### config.mk
export PLATFORM = sky130hd
export DESIGN_NAME = csr_spmv_queue
export DESIGN_NICKNAME = d
export VERILOG_FILES = /design/src/sv/csr_spmv_pkg.sv /design/src/sv/csr_spmv_queue.sv
export SDC_FILE = /design/constraint.sdc
export NUM_CORES = 1
export LEC_CHECK = 0
export BUFFER_PORTS_ARGS = -buffer_cell sky130_fd_sc_hd__buf_2
export CORE_MARGIN = 2
export CORE_UTILIZATION = 60
export CTS_CLUSTER_DIAMETER = 120
export DETAILED_ROUTE_END_ITERATION = 10
export GPL_ROUTABILITY_DRIVEN = 0
export PLACE_DENSITY = 0.92
export SYNTH_ARGS = -nofsm -noshare
export SYNTH_HDL_FRONTEND = slang
export SYNTH_SLANG_ARGS = --single-unit
### constraint.sdc
create_clock -name clk -period 3.67 [get_ports clk]
set_input_delay 0.1835 -clock clk [delete_from_list [all_inputs] [get_ports clk]]
set_output_delay 0.1835 -clock clk [all_outputs]
set_load 0.005 [all_outputs]
### src/sv/csr_spmv_pkg.sv
// Shared types and constants for the CSR sparse matrix-vector multiply block.
`default_nettype none

package csr_spmv_pkg;

  localparam int VALUE_W   = 16;
  localparam int COLUMN_W  = 12;
  localparam int PROD_W    = 2 * VALUE_W;
  localparam int ACC_W     = 48;
  localparam int ROW_IDX_W = 16;

  localparam int QUEUE_DEPTH = 4;
  localparam int QUEUE_AW    = $clog2(QUEUE_DEPTH);

  localparam logic signed [ACC_W-1:0] ACC_MAX = {1'b0, {(ACC_W-1){1'b1}}};
  localparam logic signed [ACC_W-1:0] ACC_MIN = {1'b1, {(ACC_W-1){1'b0}}};

  typedef enum logic [1:0] {
    OP_LOAD    = 2'd0,
    OP_NONZERO = 2'd1,
    OP_EMPTY   = 2'd2,
    OP_UNUSED  = 2'd3
  } op_t;

  // One queued work item: a product to accumulate, or an empty-row marker.
  typedef struct packed {
    logic                       empty_row;
    logic                       last;
    logic signed [PROD_W-1:0]   product;
  } queue_entry_t;

endpackage

`default_nettype wire

### src/sv/csr_spmv_queue.sv
// Short queue decoupling the product stage from the accumulator.
`default_nettype none

module csr_spmv_queue (
  input  wire logic                         clk,
  input  wire logic                         rst,
  input  wire logic                         push,
  input  wire csr_spmv_pkg::queue_entry_t   push_entry,
  output logic                              push_ready,
  input  wire logic                         pop,
  output csr_spmv_pkg::queue_entry_t        head,
  output logic                              head_valid
);

  csr_spmv_pkg::queue_entry_t           entries [csr_spmv_pkg::QUEUE_DEPTH];
  logic [csr_spmv_pkg::QUEUE_AW-1:0]    wr_ptr;
  logic [csr_spmv_pkg::QUEUE_AW-1:0]    rd_ptr;
  logic [csr_spmv_pkg::QUEUE_AW:0]      count;
  logic                                 do_push;
  logic                                 do_pop;

  assign push_ready = count != (csr_spmv_pkg::QUEUE_AW + 1)'(csr_spmv_pkg::QUEUE_DEPTH);
  assign head_valid = count != '0;
  assign head       = entries[rd_ptr];
  assign do_push    = push && push_ready;
  assign do_pop     = pop && head_valid;

  always_ff @(posedge clk) begin
    if (do_push) begin
      entries[wr_ptr] <= push_entry;
    end
  end

  always_ff @(posedge clk) begin
    if (rst) begin
      wr_ptr <= '0;
      rd_ptr <= '0;
      count  <= '0;
    end else begin
      if (do_push) begin
        wr_ptr <= wr_ptr + 1'b1;
      end
      if (do_pop) begin
        rd_ptr <= rd_ptr + 1'b1;
      end
      unique case ({do_push, do_pop})
        2'b10:   count <= count + 1'b1;
        2'b01:   count <= count - 1'b1;
        default: count <= count;
      endcase
    end
  end

endmodule

`default_nettype wire

==> reports/qor.txt <==
Resize count post-CTS = 0
Met3 wire length = 831 um
DR vias/cell = 5.832
Clk_skew = 6.606 ps
Syn Nets = 274
TritonCTS clock tree = built
Met2 wire len = 5774 um
Yosys top cell area share = 0.7519
Worst min-delay path class = in -> reg
Clk buf depth = 2
Die Span X = 99.15 um
Starting Density = 0.6198
Ports = 74
Post-detail-place hpwl = 5513 um
Static leakage power = 2.369 nW
Reg clk slew, reported paths = 60 ps
Area growth, synth to finish = 24.93%
Commonest non-fill, non-tap cell in the layout = edfxtp_1
Startpoint Class = flop
Largest net degree at the start of global routing = 35
Die area = 0.009830 mm^2
Vias in the first global route = 2,891
Routed via count = 2,741
Layout cells sized above 1 = 0.3906
Top Metal Used = met5
# nets final = 393
Cells after Synth = 230
GRT Util Overall = 0.2419
Port bufs = 73
First-pass GRT wire length = 16,940 um
Critical-path maximum fanout = 21
Top cells by area, synth = edfxtp_1 (75%), mux4_2 (12%), dfxtp_1 (3.3%), mux4_1 (1.9%), ha_1 (1.2%)
Power, Total = 0.004717 W
Tmin final = 2717 ps
Synthesis Warnings = 0
#FFs+latches synth = 145
Commonest cells after routing, fill and taps aside = edfxtp_1 (136), buf_2 (73), dlygate4sd3_1 (35)
VDD IR max = 0.3788 mV
Slew headroom = 0.3883
Clk Latency, worst-skew pair = 510 ps
Final max-slew violation count = 0
Slew @ Worst Pin = 917.5 ps
Post-synthesis sequential area ratio = 0.7851
Synth cell types = 25
Drt pass-1 iters = 4
Critical Path Sink Type = output port
Filler cell count = 442
Initial antenna violation count = 2
Setup_tns = 0 ps
Avg WL per Cell = 23.62 um
Cell Pwr Density = 695.1 mW/mm^2
Htree depth = 4
Arrival time at the worst endpoint = 2530 ps
Core area = 0.008763 mm^2
Met1 Routed Length = 4220 um
Achievable frequency = 368.1 MHz
Status = completed
Initial drt markers = 246
Final wirelength = 11,100 um
Final Hold Fails = 0
Post-route DRC = 0
Clk sinks = 145
Die Ht = 99.15 um
CP Data Required Time = 3490 ps
# Max-Cap Violations = 0
Final setup fails = 0
Row cnt = 34
Global route total overflow = 0
Avg Synthesized Cell Area = 23.62 um^2
Crit Path Class = reg -> out
Final ANT Viol Nets = 0
Clock root cell = clkbuf_8
Final cycle utilization of the critical path = 0.7403
Cell taking the most area after synthesis = edfxtp_1
RSZ-0062 raised after global routing = false
Synthesized cell area = 0.005431 mm^2
CTS buffer count = 17
-- flip-flops by register name, indices dropped and copies added (netlist names), named ones only --
signal   cells
entries    136
rd_ptr       2
wr_ptr       2
count        3
-- synth_stat cells --
master / instances
buf_2: 3
nor2_1: 9
buf_12: 3
ha_1: 5
o21ai_0: 1
o311ai_0: 1
inv_1: 6
dfxtp_1: 9
mux4_2: 30
mux4_1: 4
nand2b_1: 2
xnor2_1: 1
fa_1: 1
buf_6: 1
xor2_1: 3
a21oi_1: 2
o31a_1: 1
mux2_2: 1
or3_1: 2
a21boi_2: 1
edfxtp_1: 136
nand2_1: 1
and2_1: 4
mux2i_1: 1
clkbuf_1: 2
-- routing by layer --
metal / global-route usage / vias to the layer above
met3: 0.07027 / 23
met2: 0.3945 / 142
met1: 0.3130 / 1383
met5: 0 / -
met4: 0.09484 / 2
li1: - / 1191
-- area by class of cell --
cell class	count	area [um^2]	share of cell area
clock inverter	13	161.4	0.02379
tap	108	135.1	0.01992
antenna	1	2.502	0.0003688
timing repair buffer	109	723.2	0.1066
inverter	6	22.52	0.003319
multi-input combinational	70	1056	0.1556
clock buffer	18	417.9	0.06159
sequential	145	4267	0.6288
-- worst max-delay path, stage by stage, from the launching register on --
cell	delay [ps]
dfxtp_2	820
buf_4	430
mux4_2	610
buf_2	160
-- through the flow --
stage	std cells	hold slack (ps)	util	worst slack, ps	area (um^2)
floorplan	230	282.4	-	1686	5431
global placement	403	394.1	0.6679	1573	5853
detailed placement	403	400.1	0.6679	1543	5853
CTS	469	112.2	0.7740	863.6	6783
global route	470	134.0	0.7743	761.2	6785
finish	470	124.5	0.7743	953.1	6785
-- kinds of logic after synthesis --
kind of cell               count (synthesis)  share of synthesized area
AOI/OAI and AO/OA                          6                   0.008062
xor gates and xnor gates                   4                   0.006451
adders and majority gates                  6                    0.01520
buffers and inverters                     15                    0.02142
DFF                                      145                     0.7851
muxes                                     36                     0.1477
and+or+nand+nor                           18                    0.01612
-- worst paths after layout --
check,endpoint,slack [ps],cells past startpoint,start
worst max register to register,count[2],1630,9,count[1]
worst max-delay path,head[15],950,3,flop
worst min register to register,wr_ptr[1],530,2,wr_ptr[1]
worst min-delay path,wr_ptr[1],120,3,push
-- report_power, final --
part / switching, W / internal [W] / total, W
sequential: 0.000154 / 0.00200 / 0.00216
clock: 0.000649 / 0.00103 / 0.00168
combinational: 0.000383 / 0.000492 / 0.000876
-- repair_timing --
action,CTS,global route
hold endpoints to repair,143,0
hold buffers,35,0
buffers inserted,0,0
Power figures use the tool's default switching activity.
