File: config.mk
export PLATFORM = sky130hd
export DESIGN_NAME = csr_spmv_back
export DESIGN_NICKNAME = d
export VERILOG_FILES = /design/src/sv/csr_spmv_pkg.sv /design/src/sv/csr_spmv_back.sv
export SDC_FILE = /design/constraint.sdc
export NUM_CORES = 1
export LEC_CHECK = 0
export BUFFER_PORTS_ARGS = -buffer_cell sky130_fd_sc_hd__buf_2
export CAP_MARGIN = 20
export CORE_AREA = 8 8 133 135
export CTS_CLUSTER_SIZE = 40
export DETAILED_ROUTE_END_ITERATION = 10
export DIE_AREA = 0 0 141 143
export GPL_ROUTABILITY_DRIVEN = 0
export PLACE_DENSITY = 0.78
export SYNTH_ARGS = -nofsm -noshare
export SYNTH_HDL_FRONTEND = slang
export SYNTH_SLANG_ARGS = --single-unit
File: constraint.sdc
create_clock -name clk -period 6 [get_ports clk]
set_clock_uncertainty 0.1 [all_clocks]
set_input_delay 1.5 -clock clk [delete_from_list [all_inputs] [get_ports clk]]
set_output_delay 1.5 -clock clk [all_outputs]
set_load 0.01 [all_outputs]
File: src/sv/csr_spmv_pkg.sv
// Shared types and constants for the CSR sparse matrix-vector multiply block.
`default_nettype none

package csr_spmv_pkg;

  localparam int VALUE_W   = 16;
  localparam int COLUMN_W  = 12;
  localparam int PROD_W    = 2 * VALUE_W;
  localparam int ACC_W     = 48;
  localparam int ROW_IDX_W = 16;

  localparam int QUEUE_DEPTH = 4;
  localparam int QUEUE_AW    = $clog2(QUEUE_DEPTH);

  localparam logic signed [ACC_W-1:0] ACC_MAX = {1'b0, {(ACC_W-1){1'b1}}};
  localparam logic signed [ACC_W-1:0] ACC_MIN = {1'b1, {(ACC_W-1){1'b0}}};

  typedef enum logic [1:0] {
    OP_LOAD    = 2'd0,
    OP_NONZERO = 2'd1,
    OP_EMPTY   = 2'd2,
    OP_UNUSED  = 2'd3
  } op_t;

  // One queued work item: a product to accumulate, or an empty-row marker.
  typedef struct packed {
    logic                       empty_row;
    logic                       last;
    logic signed [PROD_W-1:0]   product;
  } queue_entry_t;

endpackage

`default_nettype wire

File: src/sv/csr_spmv_back.sv
// Back end: saturating accumulator, row counter and result register.
`default_nettype none

module csr_spmv_back #(
  parameter int MAX_ROWS = 65536
) (
  input  wire logic                                        clk,
  input  wire logic                                        rst,
  input  wire csr_spmv_pkg::queue_entry_t                  head,
  input  wire logic                                        head_valid,
  output logic                                             pop,
  output logic                                             out_valid,
  input  wire logic                                        out_ready,
  output logic [csr_spmv_pkg::ROW_IDX_W-1:0]               row_index,
  output logic signed [csr_spmv_pkg::ACC_W-1:0]            row_sum,
  output logic                                             saturated
);

  localparam int RW = $clog2(MAX_ROWS);
  localparam int AW = csr_spmv_pkg::ACC_W;
  localparam int PW = csr_spmv_pkg::PROD_W;

  logic signed [AW-1:0] acc;
  logic                 overflow_seen;
  logic [RW-1:0]        row_counter;
  logic [RW-1:0]        row_counter_next;

  logic signed [AW:0]   sum_wide;
  logic                 sum_ovf;
  logic signed [AW-1:0] sum_sat;
  logic                 emit;

  assign pop  = head_valid && (!out_valid || out_ready);
  assign emit = pop && (head.empty_row || head.last);

  always_comb begin
    sum_wide = {acc[AW-1], acc} + {{(AW + 1 - PW){head.product[PW-1]}}, head.product};
    sum_ovf  = sum_wide[AW] != sum_wide[AW-1];
    if (sum_ovf) begin
      sum_sat = sum_wide[AW] ? csr_spmv_pkg::ACC_MIN : csr_spmv_pkg::ACC_MAX;
    end else begin
      sum_sat = sum_wide[AW-1:0];
    end
    row_counter_next = (row_counter == RW'(MAX_ROWS - 1)) ? '0 : row_counter + 1'b1;
  end

  always_ff @(posedge clk) begin
    if (rst) begin
      acc           <= '0;
      overflow_seen <= 1'b0;
      row_counter   <= '0;
    end else if (pop) begin
      if (!head.empty_row) begin
        if (head.last) begin
          acc           <= '0;
          overflow_seen <= 1'b0;
        end else begin
          acc           <= sum_sat;
          overflow_seen <= overflow_seen || sum_ovf;
        end
      end
      if (emit) begin
        row_counter <= row_counter_next;
      end
    end
  end

  always_ff @(posedge clk) begin
    if (rst) begin
      out_valid <= 1'b0;
    end else if (!out_valid || out_ready) begin
      out_valid <= emit;
    end
  end

  always_ff @(posedge clk) begin
    if (emit) begin
      row_index <= csr_spmv_pkg::ROW_IDX_W'(row_counter);
      if (head.empty_row) begin
        row_sum   <= '0;
        saturated <= 1'b0;
      end else begin
        row_sum   <= sum_sat;
        saturated <= overflow_seen || sum_ovf;
      end
    end
  end

endmodule

`default_nettype wire

==> results.toml <==
[logic_synthesis]
ys_types = 59
synth_warnings = 0
synthesis.nets = 895
synthSimpleGateAreaFrac_pct = 12.8
avgSynthCellArea_sq_um = 9.42
ys.flop_type = "dfxtp_1"
synth_edf_count = 65
netlist_area_sq_um = 7600
syn_inst = 807
synth_mux_area_share_pct = 0.132
ys_seq_area_share_pct = 43.1
synth_seq_cells = 131
yosys.area_share.xor_xnor_pct = 6.22
synth-compound-area-share_pct = 25.3
synth_top_family_by_area = "compound AO/OA/AOI/OAI gates"
async_flop_share_pct = 0
synth-adder-area-share_pct = 8.33

[timing]
max_freq_mhz = 217
worstMarginPinSlew_ns = 0.992
setup_viol = 0
fin_crit_ns = 4.60
tns_ns = 0
finalCritPeriodShare_pct = 76.7
slew_headroom_pct = 33.8
hold_viol_final = 0
rsz0062_at_grt = "false"
maxSlewViolCount = 0

[floorplan]
io_pins = 105
die_w_um = 141
rows = 46
start_util_pct = 48.7
dieArea_sq_um = 20200
coreArea_sq_um = 15600
die_h_um = 143

[pwr]
p_total_mw = 2.45
power.internal_mw = 1.75
clock_power_share_pct = 39.8
power_density_nw_per_um2 = 278
p_leak_nw = 3.70
combPwrFrac_pct = 18.3
p_sw_share_pct = 28.7
seqPwrFrac_pct = 41.9
switchingPower_mw = 0.701
ir_drop_mv = 0.197

[worst_setup_path]
cp-start-kind = "input pin"
path_cells = "buf_2 -> ha_1 -> inv_1 -> fa_1 -> nand2b_1 -> a21oi_1 -> o21ai_0 -> a31oi_1 -> o2111ai_1 -> o211ai_1 -> or2_1 -> nor2b_4 -> buf_4 -> a221o_1"
reg2regPathDepth = 13
startpoint = "head[0]"
reg2reg_to = "acc[21]"
critPathMaxStageDelay_ns = 0.44
end_kind = "flip-flop"
crit_slowest_cell = "nor2b_4"
worstSetupPathType = "in -> reg"
worst-endpoint-required_ns = 6.26
crit_fanout = 21
crit_arrival_ns = 4.86
r2r_start = "acc[0]"
reg2reg_slack_ns = 2.21

[placement]
place_area_sq_um = 8240
hpwl_mm = 14.0
dp_cells = 1090
port_buffers = 104

[clock_tree]
holdBufCountCts = 0
cts_setup_buffers = 0
cts-resized-gates = 0
clock-root-buffer = "clkbuf_16"
clk_latency_ns = 0.42
clockBufferDepth = 2
tritoncts = "built"
clock_sinks = 131
cts_buffers = 17
clkSlewWorstSetupHoldPaths_ns = 0.06
htree_levels = 4

[layout]
fillers = 1371
synthToLayoutAreaGrowth_pct = 15.7
drive_above_1_share_pct = 17.1
fin_cells = 1121
n_antenna_cell = 0
final_nets = 981
final_area_sq_um = 8790

[routing]
drc = 0
viasPerCell = 5.76
dr_total_vias = 6453
drt-initial-drc-count = 628
ant_nets = 0
first_pass_iters = 5
wl_per_cell_um = 17.6
drt-total-wl_mm = 19.7

[global_route]
grt_pass1_wl_mm = 32.1
antenna_found_initial = 0
grt_pass1_vias = 6521
grtUsageTotal_pct = 19.7
grt_max_degree = 53
overflow = 0

[hold_path]
min_from = "acc[9]"
hp-class = "reg -> reg"
min_path_cells = 2
min_to = "acc[9]"

[run_status]
status = "finished, final reports clean"

[flow_run]
maxCapViolations = 0
## cells in the mapped netlist, types with 3 or more instances
| cell type | count | area (sq um) |
|---|---|---|
| o221ai_1 | 3 | 26.3 |
| buf_6 | 6 | 67.6 |
| o21a_1 | 4 | 30.0 |
| o22ai_1 | 9 | 56.3 |
| dfxtp_1 | 66 | 1320 |
| or3_1 | 5 | 31.3 |
| inv_1 | 21 | 78.8 |
| nor3_1 | 9 | 45.0 |
| clkbuf_1 | 26 | 97.6 |
| nor2_1 | 47 | 176 |
| nand4_1 | 15 | 93.8 |
| a21boi_0 | 3 | 22.5 |
| nand2_1 | 95 | 357 |
| a221o_1 | 31 | 310 |
| and3_1 | 6 | 37.5 |
| o2111ai_1 | 3 | 26.3 |
| ha_1 | 49 | 613 |
| xor2_1 | 25 | 219 |
| nor2b_1 | 4 | 25.0 |
| and2_1 | 6 | 37.5 |
| a21oi_1 | 118 | 591 |
| xnor2_1 | 29 | 254 |
| a21o_1 | 18 | 135 |
| o21bai_1 | 12 | 90.1 |
| and4_1 | 3 | 26.3 |
| a211oi_1 | 6 | 45.0 |
| o31ai_1 | 8 | 60.1 |
| buf_2 | 10 | 50.1 |
| edfxtp_1 | 65 | 1950 |
| a31oi_1 | 4 | 25.0 |
| nand2b_1 | 7 | 43.8 |
| a22o_1 | 4 | 35.0 |
| nand3_1 | 9 | 45.0 |
| o21ai_1 | 9 | 45.0 |
| o211ai_1 | 5 | 37.5 |
| o21ai_0 | 39 | 195 |
## kinds of logic after synthesis
family | Yosys count
AO/OA/AOI/OAI | 292
XOR/XNOR | 54
adder cells (fa/ha/maj) | 50
buffers and inverters | 66
flip-flops | 131
multiplexers | 1
AND/OR/NAND/NOR | 213
## per-stage QoR
stage | utilization, % | setup WS (ns) | hold slack, ns
5_1_grt | 56.3 | 1.07 | 0.358
2_1_floorplan | - | 1.26 | 0.320
4_1_cts | 56.3 | 1.43 | 0.346
3_3_place_gp | 52.8 | 1.10 | 0.337
6_report | 56.3 | 1.40 | 0.349
3_5_place_dp | 52.8 | 0.994 | 0.337
## critical path, delay by kind of cell
family | cells | cell delay [ns]
AO/OA/AOI/OAI | 6 | 1.28
buffers and inverters | 3 | 0.50
AND/OR/NAND/NOR | 3 | 0.98
adder cells (fa/ha/maj) | 2 | 0.60
## per-layer routing
metal | vias to the layer above | wire length, um | track usage, % | part of all wire (%)
met2 | 176 | 9820 | 34.8 | 50
met3 | 25 | 1030 | 4.34 | 5.2
met5 | - | 0 | 0 | 0
met1 | 3060 | 8600 | 23.2 | 44
li1 | 3192 | - | - | -
met4 | 0 | 286 | 6.90 | 1.4
## how the worst max path moves through the flow
stage | to | slack, ns | depth (start not counted)
floorplan | row_counter[15] | 1.26 | 10
global placement | acc[9] | 1.10 | 15
detailed placement | acc[9] | 0.99 | 15
CTS | acc[10] | 1.43 | 15
global route | acc[10] | 1.07 | 13
finish | acc[21] | 1.40 | 14
## sequential cells by signal, indices dropped and copies added (netlist names)
| name | flops |
|---|---|
| out_valid | 1 |
| row_sum | 48 |
| saturated | 1 |
| row_counter | 16 |
| acc | 48 |
| row_index | 16 |
| overflow_seen | 1 |
## power groups by stage
stage	Combinational (mW)	Clock (mW)	Sequential, mW
final	0.447	0.974	1.03
after detailed placement	0.441	0	1.04
after global placement	0.435	0	1.04
after CTS	0.447	0.984	1.03
after global routing	0.495	1.02	1.03
after floorplan	0.309	0	1.06
## layout make-up
class,instances,area [sq um],share of cell area (%)
Sequential cell,131,3270,37.2
Tap cell,216,270,3.08
Inverter,21,78.8,0.897
Clock buffer,19,443,5.04
Timing Repair Buffer,112,593,6.75
Multi-Input combinational cell,610,4020,45.8
Clock inverter,12,109,1.24
## cell usage in the layout (no fill, tap or decap), drive strengths merged, types with 25 or more instances in the layout
cell	instances
edfxtp	65
buf	112
nand2	96
o21ai	48
xor2	25
nor2	47
ha	49
a221o	31
a21oi	118
dfxtp	66
xnor2	29
No activity file was read; power rests on OpenSTA's default activity.
